==> src/hw/rtl/sqv_pkg.sv <==
// sqv_pkg: shared types, constants and helpers of the sprite quad vertex generator
// no dependencies; used by every module under hw/rtl
`default_nettype none
package sqv_pkg;

  localparam int CORDIC_STEPS_DEF = 16;
  localparam int ATAN_ENTRIES     = 24;
  localparam logic signed [32:0] GAIN_Q30 = 33'sd652032874;
  localparam logic signed [32:0] ONE_Q30  = 33'sd1073741824;

  localparam logic [31:0] ATAN_TBL [ATAN_ENTRIES] = '{
    32'd536870912, 32'd316933406, 32'd167458907, 32'd85004756, 32'd42667331,
    32'd21354465, 32'd10679838, 32'd5340245, 32'd2670163, 32'd1335087,
    32'd667544, 32'd333772, 32'd166886, 32'd83443, 32'd41722, 32'd20861,
    32'd10430, 32'd5215, 32'd2608, 32'd1304, 32'd652, 32'd326, 32'd163, 32'd81
  };

  typedef struct packed {
    logic signed [31:0] dest_x;
    logic signed [31:0] dest_y;
    logic signed [31:0] dest_w;
    logic signed [31:0] dest_h;
    logic signed [31:0] tex_x;
    logic signed [31:0] tex_y;
    logic signed [31:0] tex_w;
    logic signed [31:0] tex_h;
    logic [31:0]        colour_rgba;
    logic [31:0]        texture_id;
    logic signed [31:0] depth_value;
    logic [15:0]        turn_angle;
  } sprite_t;

  typedef struct packed {
    logic signed [31:0] pos_x;
    logic signed [31:0] pos_y;
    logic signed [31:0] tex_u;
    logic signed [31:0] tex_v;
    logic [31:0]        out_colour;
    logic [31:0]        out_texture;
    logic signed [31:0] out_depth;
    logic [1:0]         corner;
    logic               last_corner;
  } vertex_t;

  // sprite plus its cosine and sine in q1.30
  typedef struct packed {
    sprite_t            spr;
    logic signed [31:0] cos_v;
    logic signed [31:0] sin_v;
  } job_t;

  typedef enum logic [1:0] {
    CORNER_TL = 2'd0,
    CORNER_BL = 2'd1,
    CORNER_BR = 2'd2,
    CORNER_TR = 2'd3
  } corner_t;

  function automatic logic [31:0] sat36(input logic signed [35:0] v);
    logic [31:0] r;
    if (v > 36'sh07FFFFFFF) r = 32'h7FFFFFFF;
    else if (v < -36'sh080000000) r = 32'h80000000;
    else r = v[31:0];
    return r;
  endfunction

endpackage
`default_nettype wire

==> src/hw/rtl/sqv_queue.sv <==
// sqv_queue: small register queue of jobs between front and back
// depends on sqv_pkg; never overflows because the front holds credits for it
`default_nettype none
module sqv_queue #(
  parameter int QDEPTH = 7
) (
  input  wire logic          clk,
  input  wire logic          rst,
  input  wire logic          wr_en,
  input  wire sqv_pkg::job_t wr_job,
  output logic               rd_valid,
  output sqv_pkg::job_t      rd_job,
  input  wire logic          rd_en
);

  localparam int AW = $clog2(QDEPTH);
  localparam int CW = $clog2(QDEPTH + 1);

  sqv_pkg::job_t mem [QDEPTH];
  logic [AW-1:0] wr_ptr, rd_ptr;
  logic [CW-1:0] count;

  assign rd_valid = (count != '0);
  assign rd_job   = mem[rd_ptr];

  always_ff @(posedge clk) begin
    if (wr_en) begin
      mem[wr_ptr] <= wr_job;
    end
  end

  always_ff @(posedge clk) begin
    if (rst) begin
      wr_ptr <= '0;
      rd_ptr <= '0;
      count  <= '0;
    end else begin
      if (wr_en) begin
        wr_ptr <= (wr_ptr == AW'(QDEPTH - 1)) ? '0 : wr_ptr + 1'b1;
      end
      if (rd_en && rd_valid) begin
        rd_ptr <= (rd_ptr == AW'(QDEPTH - 1)) ? '0 : rd_ptr + 1'b1;
      end
      count <= count + CW'(wr_en) - CW'(rd_en && rd_valid);
    end
  end

endmodule
`default_nettype wire

==> config.mk <==
export PLATFORM = sky130hd
export DESIGN_NAME = sqv_queue
export DESIGN_NICKNAME = d
export VERILOG_FILES = /design/src/hw/rtl/sqv_pkg.sv /design/src/hw/rtl/sqv_queue.sv
export SDC_FILE = /design/constraint.sdc
export NUM_CORES = 2
export LEC_CHECK = 0
export BUFFER_PORTS_ARGS = -buffer_cell sky130_fd_sc_hd__buf_4
export CORE_UTILIZATION = 60
export DETAILED_ROUTE_END_ITERATION = 10
export MAX_ROUTING_LAYER = met4
export PLACE_DENSITY = 0.8
export SLEW_MARGIN = 20
export SYNTH_ARGS = -nofsm -noshare
export SYNTH_HDL_FRONTEND = slang
export SYNTH_SLANG_ARGS = --single-unit
==> constraint.sdc <==
create_clock -name clk -period 45.5 [get_ports clk]
set_input_delay 6.825 -clock clk [delete_from_list [all_inputs] [get_ports clk]]
set_output_delay 6.825 -clock clk [all_outputs]
set_load 0.03 [all_outputs]
Yosys cells after proc, flatten, opt, wreduce, memory -nomap -nowiden
Memory sizes are Yosys's and may differ from the RTL's. A register that Yosys moved wholly into a read port is not among the register bits.
Index checks and enable logic that the tools add are counted.
Storage, ports and cells
  output and inout port bits: 433
  memories kept: 1
  RAM bits: 3024
  bits in registers: 9
  word-level logic and storage cells: 18
Operators by class
  multiplexer cells: 6
  reduce and logical (&&, ||, !) cells: 2
  equal/unequal tests: 2
  add/sub/neg operators: 4
Memories
  mem: words 7, width 432, read ports 1, clocked after memory_dff 1, wr ports 1, line sqv_queue.sv:19  | sqv_pkg::job_t mem [QDEPTH];
Operator list (count)
  $mux 3: 4
  $add 3x1->3 const B: 2
  $eq 3x3->1 const B: 2
  $add 3x1->3: 1
  $reduce_bool 3->1: 1
  $sub 3x1->3: 1
  $mux 1: 2
  $logic_and 1x1->1: 1

Longest topological paths before layout
  depth in word-level cells: 4
  mapped depth: 8
  depth with buffers taken out: 8

Worst setup path after synthesis
No wires, ideal clock.
  path type: input to register
  start point: input wr_en
  end point: memory mem[0][0] (netlist bit), enable pin
  path slack: 7.798 ns
  library setup time: 1.757 ns
  arrival time: 35.945 ns
  path buffers: 0
  stages on the path: 2
  cells stage by stage: nand2b_1 -> nor3_1
Between the ends
  longest elaborated chain between the ends: 2
RTL lines
  from (decl): line sqv_queue.sv:9  | input wire logic wr_en,
  $mux 1: line sqv_queue.sv:27  | if (wr_en) begin
  $mux 1 (not written as such): line sqv_queue.sv:28  | mem[wr_ptr] <= wr_job;
  to (decl): line sqv_queue.sv:19
No other way between the ends.

==> run_results.csv <==
group,metric,value,unit
routing,routed_wire_length_per_instance,26.0,um
finish,area.growth.synth_to_final,15.2,%
routing,dr_total_vias,62300,
worst_setup_path,crit_path_max_incr_delay,0.91,ns
synth,register_bit_count_reported_by_yosys,3036,
synth,netlist-cell-type-count,29,
clock_tree,postCtsSetupRepairBufs,0,
sta,final.min_clock_period,12.91,ns
clock_tree,postCtsHoldBufs,0,
placed_design,placed_cells,9598,
worst_setup_path,setup.worst_path.start_class,"register",
grt,grt_antenna_before_repair,83,
finish,final_cell_mix,"3,024 x sky130_fd_sc_hd__edfxtp_1, 1,297 x sky130_fd_sc_hd__mux2i_1, 947 x sky130_fd_sc_hd__buf_4, 437 x sky130_fd_sc_hd__nand2_1",
routing,ant_nets,0,
sta,tightest_slew,1.18,ns
worst_setup_path,worst_ep_arrival_time,6.08,ns
die,placement_rows,161,
worst_setup_path,timing.critical_path.to_type,"primary output",
finish,instances_no_fill,10200,
power_and_ir_drop,p_sw,1.89,mW
clock_tree,cts_tree,"yes",
die,die-width,443,um
sta,final_number_of_hold_violating_endpoints,0,
clock_tree,cts_root_buf,"sky130_fd_sc_hd__clkbuf_16",
synth,synth-edff-count,3024,
worst_setup_path,kind_of_cell_adding_the_most_delay_to_the_critical_path,"buffers and inverters",
grt,global_route.overflow_total,0,
placed_design,place.gp.congestion,0.914,
power_and_ir_drop,clock_power_share,35.1,%
sta,timing.slew.headroom,21.2,%
synth,synth_async_sr_flop_share,0,%
grt,grt_start_max_net_pins,211,
die,initial_utilization,60.5,%
finish,drive_gt1_share,18.2,%
clock_tree,ctsLongestPathBuffers,4,
power_and_ir_drop,power_density,51.3,nW/um^2
routing,drt_iter0_drc,5627,
synth,ys.warnings.count,0,
power_and_ir_drop,switching_share_of_total_power,27.4,%
die,die_area,196000,um^2
routing,drc_errors,0,
routing,dr.pass1.iters,5,
power_and_ir_drop,p_comb_share,18.9,%
sta,setup_tns,0,ns
clock_tree,cts.reportedPaths.clkPinSlew,0.06,ns
worst_setup_path,path_class,"reg -> out",
sta,slew_violations,0,
grt,number_of_global_route_vias_before_repair,61000,
synth,synth.net_count,6935,
worst_setup_path,critical-path-slowest-cell,"sky130_fd_sc_hd__buf_4",
finish,layout_commonest_cell,"sky130_fd_sc_hd__edfxtp_1",
power_and_ir_drop,internal-power,5.01,mW
grt,global_route.usage.total,27.1,%
clock_tree,clock_tree.htree_level_count,5,
worst_setup_path,critical_path_required,38.67,ns
placed_design,dp.final_hpwl,148000,um
finish,fin_nets,7820,
worst_setup_path,timing.critical_path.mode_cell,"sky130_fd_sc_hd__buf_4",
die,io_pins,869,
sta,setup_repair_after_global_routing_missed_its_margin,"false",
synth,most_frequently_used_flop_master_after_synthesis,"sky130_fd_sc_hd__edfxtp_1",
sta,post_route_fraction_of_the_period_consumed_by_the_critical_path,28.4,%
clock_tree,cts_made_buffers,306,
status,outcome,"complete, no violations",
clock_tree,clock_latency,0.93,ns
power_and_ir_drop,total_leakage_power,44.4,nW
synth,mappedNetlistArea,117000,um^2
hold_path,min_path_type,"reg -> reg",
power_and_ir_drop,worst_case_vdd_ir_drop,0.0000446,V
die,fp.dieH,443,um
power_and_ir_drop,register_share_of_total_power,46.0,%
sta,setup_viol_count_final,0,
sta,max_freq,0.0775,GHz
run,max_cap_violations,0,
routing,post_dr_vias_cell,6.10,
routing,wirelength,266000,um
die,core_box_area,193000,um^2
placed_design,number_of_buffer_cells_added_on_primary_ports,868,
clock_tree,cts_num_sinks,3036,
worst_setup_path,cells_traversed_along_the_worst_timing_path,"buf_12 > buf_4 > buf_12 > buf_4 > mux2i_1 > o22ai_1 > a21o_1 > buf_4",
synth,avgSynthCellArea,18.0,um^2
clock_tree,cts_resized,0,
worst_setup_path,critical_path.n_buffers_inverters,5,
sta,timing.clock.skew,0.0668,ns
synth,synth_sequential_area_ratio,78.0,%
grt,wire_length_of_the_first_global_routing_pass,386000,um
power_and_ir_drop,p_total,6.89,mW
worst_setup_path,crit_fanout,182,
synth,netlist_instances,6496,
==> logic make-up after synthesis <==
kind of cell / synth area share, %
fa+ha+maj: 0.0386
compound gates: 6.98
simple gates: 1.52
mux: 11.1
xor+xnor: 0.0150
buf+inv: 2.30
flops: 78.0
==> power groups by stage <==
stage	combinational (mW)	clock, mW	sequential [mW]
final	1.31	2.42	3.17
after global routing	1.35	2.55	3.17
after CTS	1.30	2.45	3.17
after detailed placement	1.29	0	3.23
after global placement	1.28	0	3.22
after floorplan	0.794	0	3.27
==> through the flow <==
step	utilization (%)	hold WS, ns	worst slack [ns]	instance area [um^2]
floorplan	-	0.484	7.80	117000
global placement	64.7	0.501	33.67	125000
detailed placement	64.7	0.521	33.55	125000
CTS	69.6	0.525	32.55	134000
global route	69.7	0.547	32.23	134000
finish	69.7	0.535	32.59	134000
==> metal layers <==
metal | part of all wire (%) | GRT usage [%] | up-vias
met4 | 6.0 | 16.1 | 0
met1 | 37 | 33.0 | 31500
met5 | 0 | - | -
li1 | - | - | 27500
met3 | 7.7 | 5.84 | 636
met2 | 49 | 42.0 | 2671
==> final timing paths <==
kind / start / cells after the start / to / slack, ns
min reg2reg: rd_ptr[0] / 2 / register / 0.53
max reg2reg: wr_ptr[1] / 6 / mem[5][291] / 40.46
min: rd_ptr[0] / 2 / register / 0.53
max: register / 8 / rd_job[288] / 32.59
==> registers in the layout (all words and copies together), names as in the netlist, named ones only <==
register / flops
rd_ptr: 3
mem: 3024
count: 3
wr_ptr: 3
==> cell type report <==
class	count	area (um^2)
multi-input combinational	3069	23000
clock inverter	161	1580
antenna	92	230
timing repair buffer	962	7410
sequential	3036	91100
fill	11500	58300
inverter	6	30.0
clock buffer	361	7970
tap	2526	3160
==> synthesized netlist by cell type, types with 2 or more instances <==
cell                       count  area, um^2
sky130_fd_sc_hd__xnor2_1       2        17.5
sky130_fd_sc_hd__dfxtp_1      12         240
sky130_fd_sc_hd__buf_2        81         405
sky130_fd_sc_hd__nor3_1        6        30.0
sky130_fd_sc_hd__buf_8         4        60.1
sky130_fd_sc_hd__nor2_1        9        33.8
sky130_fd_sc_hd__o21ai_0     431        2160
sky130_fd_sc_hd__edfxtp_1   3024       90800
sky130_fd_sc_hd__clkbuf_4      3        22.5
sky130_fd_sc_hd__ha_1          2        25.0
sky130_fd_sc_hd__o22ai_1     432        2700
sky130_fd_sc_hd__a21oi_1       6        30.0
sky130_fd_sc_hd__nand2b_1      6        37.5
sky130_fd_sc_hd__inv_1         6        22.5
sky130_fd_sc_hd__buf_1         3        11.3
sky130_fd_sc_hd__nor2b_1       2        12.5
sky130_fd_sc_hd__buf_6       118        1330
sky130_fd_sc_hd__o21ai_1       2        10.0
sky130_fd_sc_hd__mux2i_1    1297       13000
sky130_fd_sc_hd__a21o_1      432        3240
sky130_fd_sc_hd__nand2_1     437        1640
sky130_fd_sc_hd__clkbuf_1    132         495
sky130_fd_sc_hd__buf_4        43         323
==> worst min-delay path, cell delays in order, from the launching register on <==
cell	delay (ns)
sky130_fd_sc_hd__dfxtp_1	0.34
sky130_fd_sc_hd__mux2i_1	0.14
sky130_fd_sc_hd__nor2_1	0.07
Power figures use the tool's default switching activity.
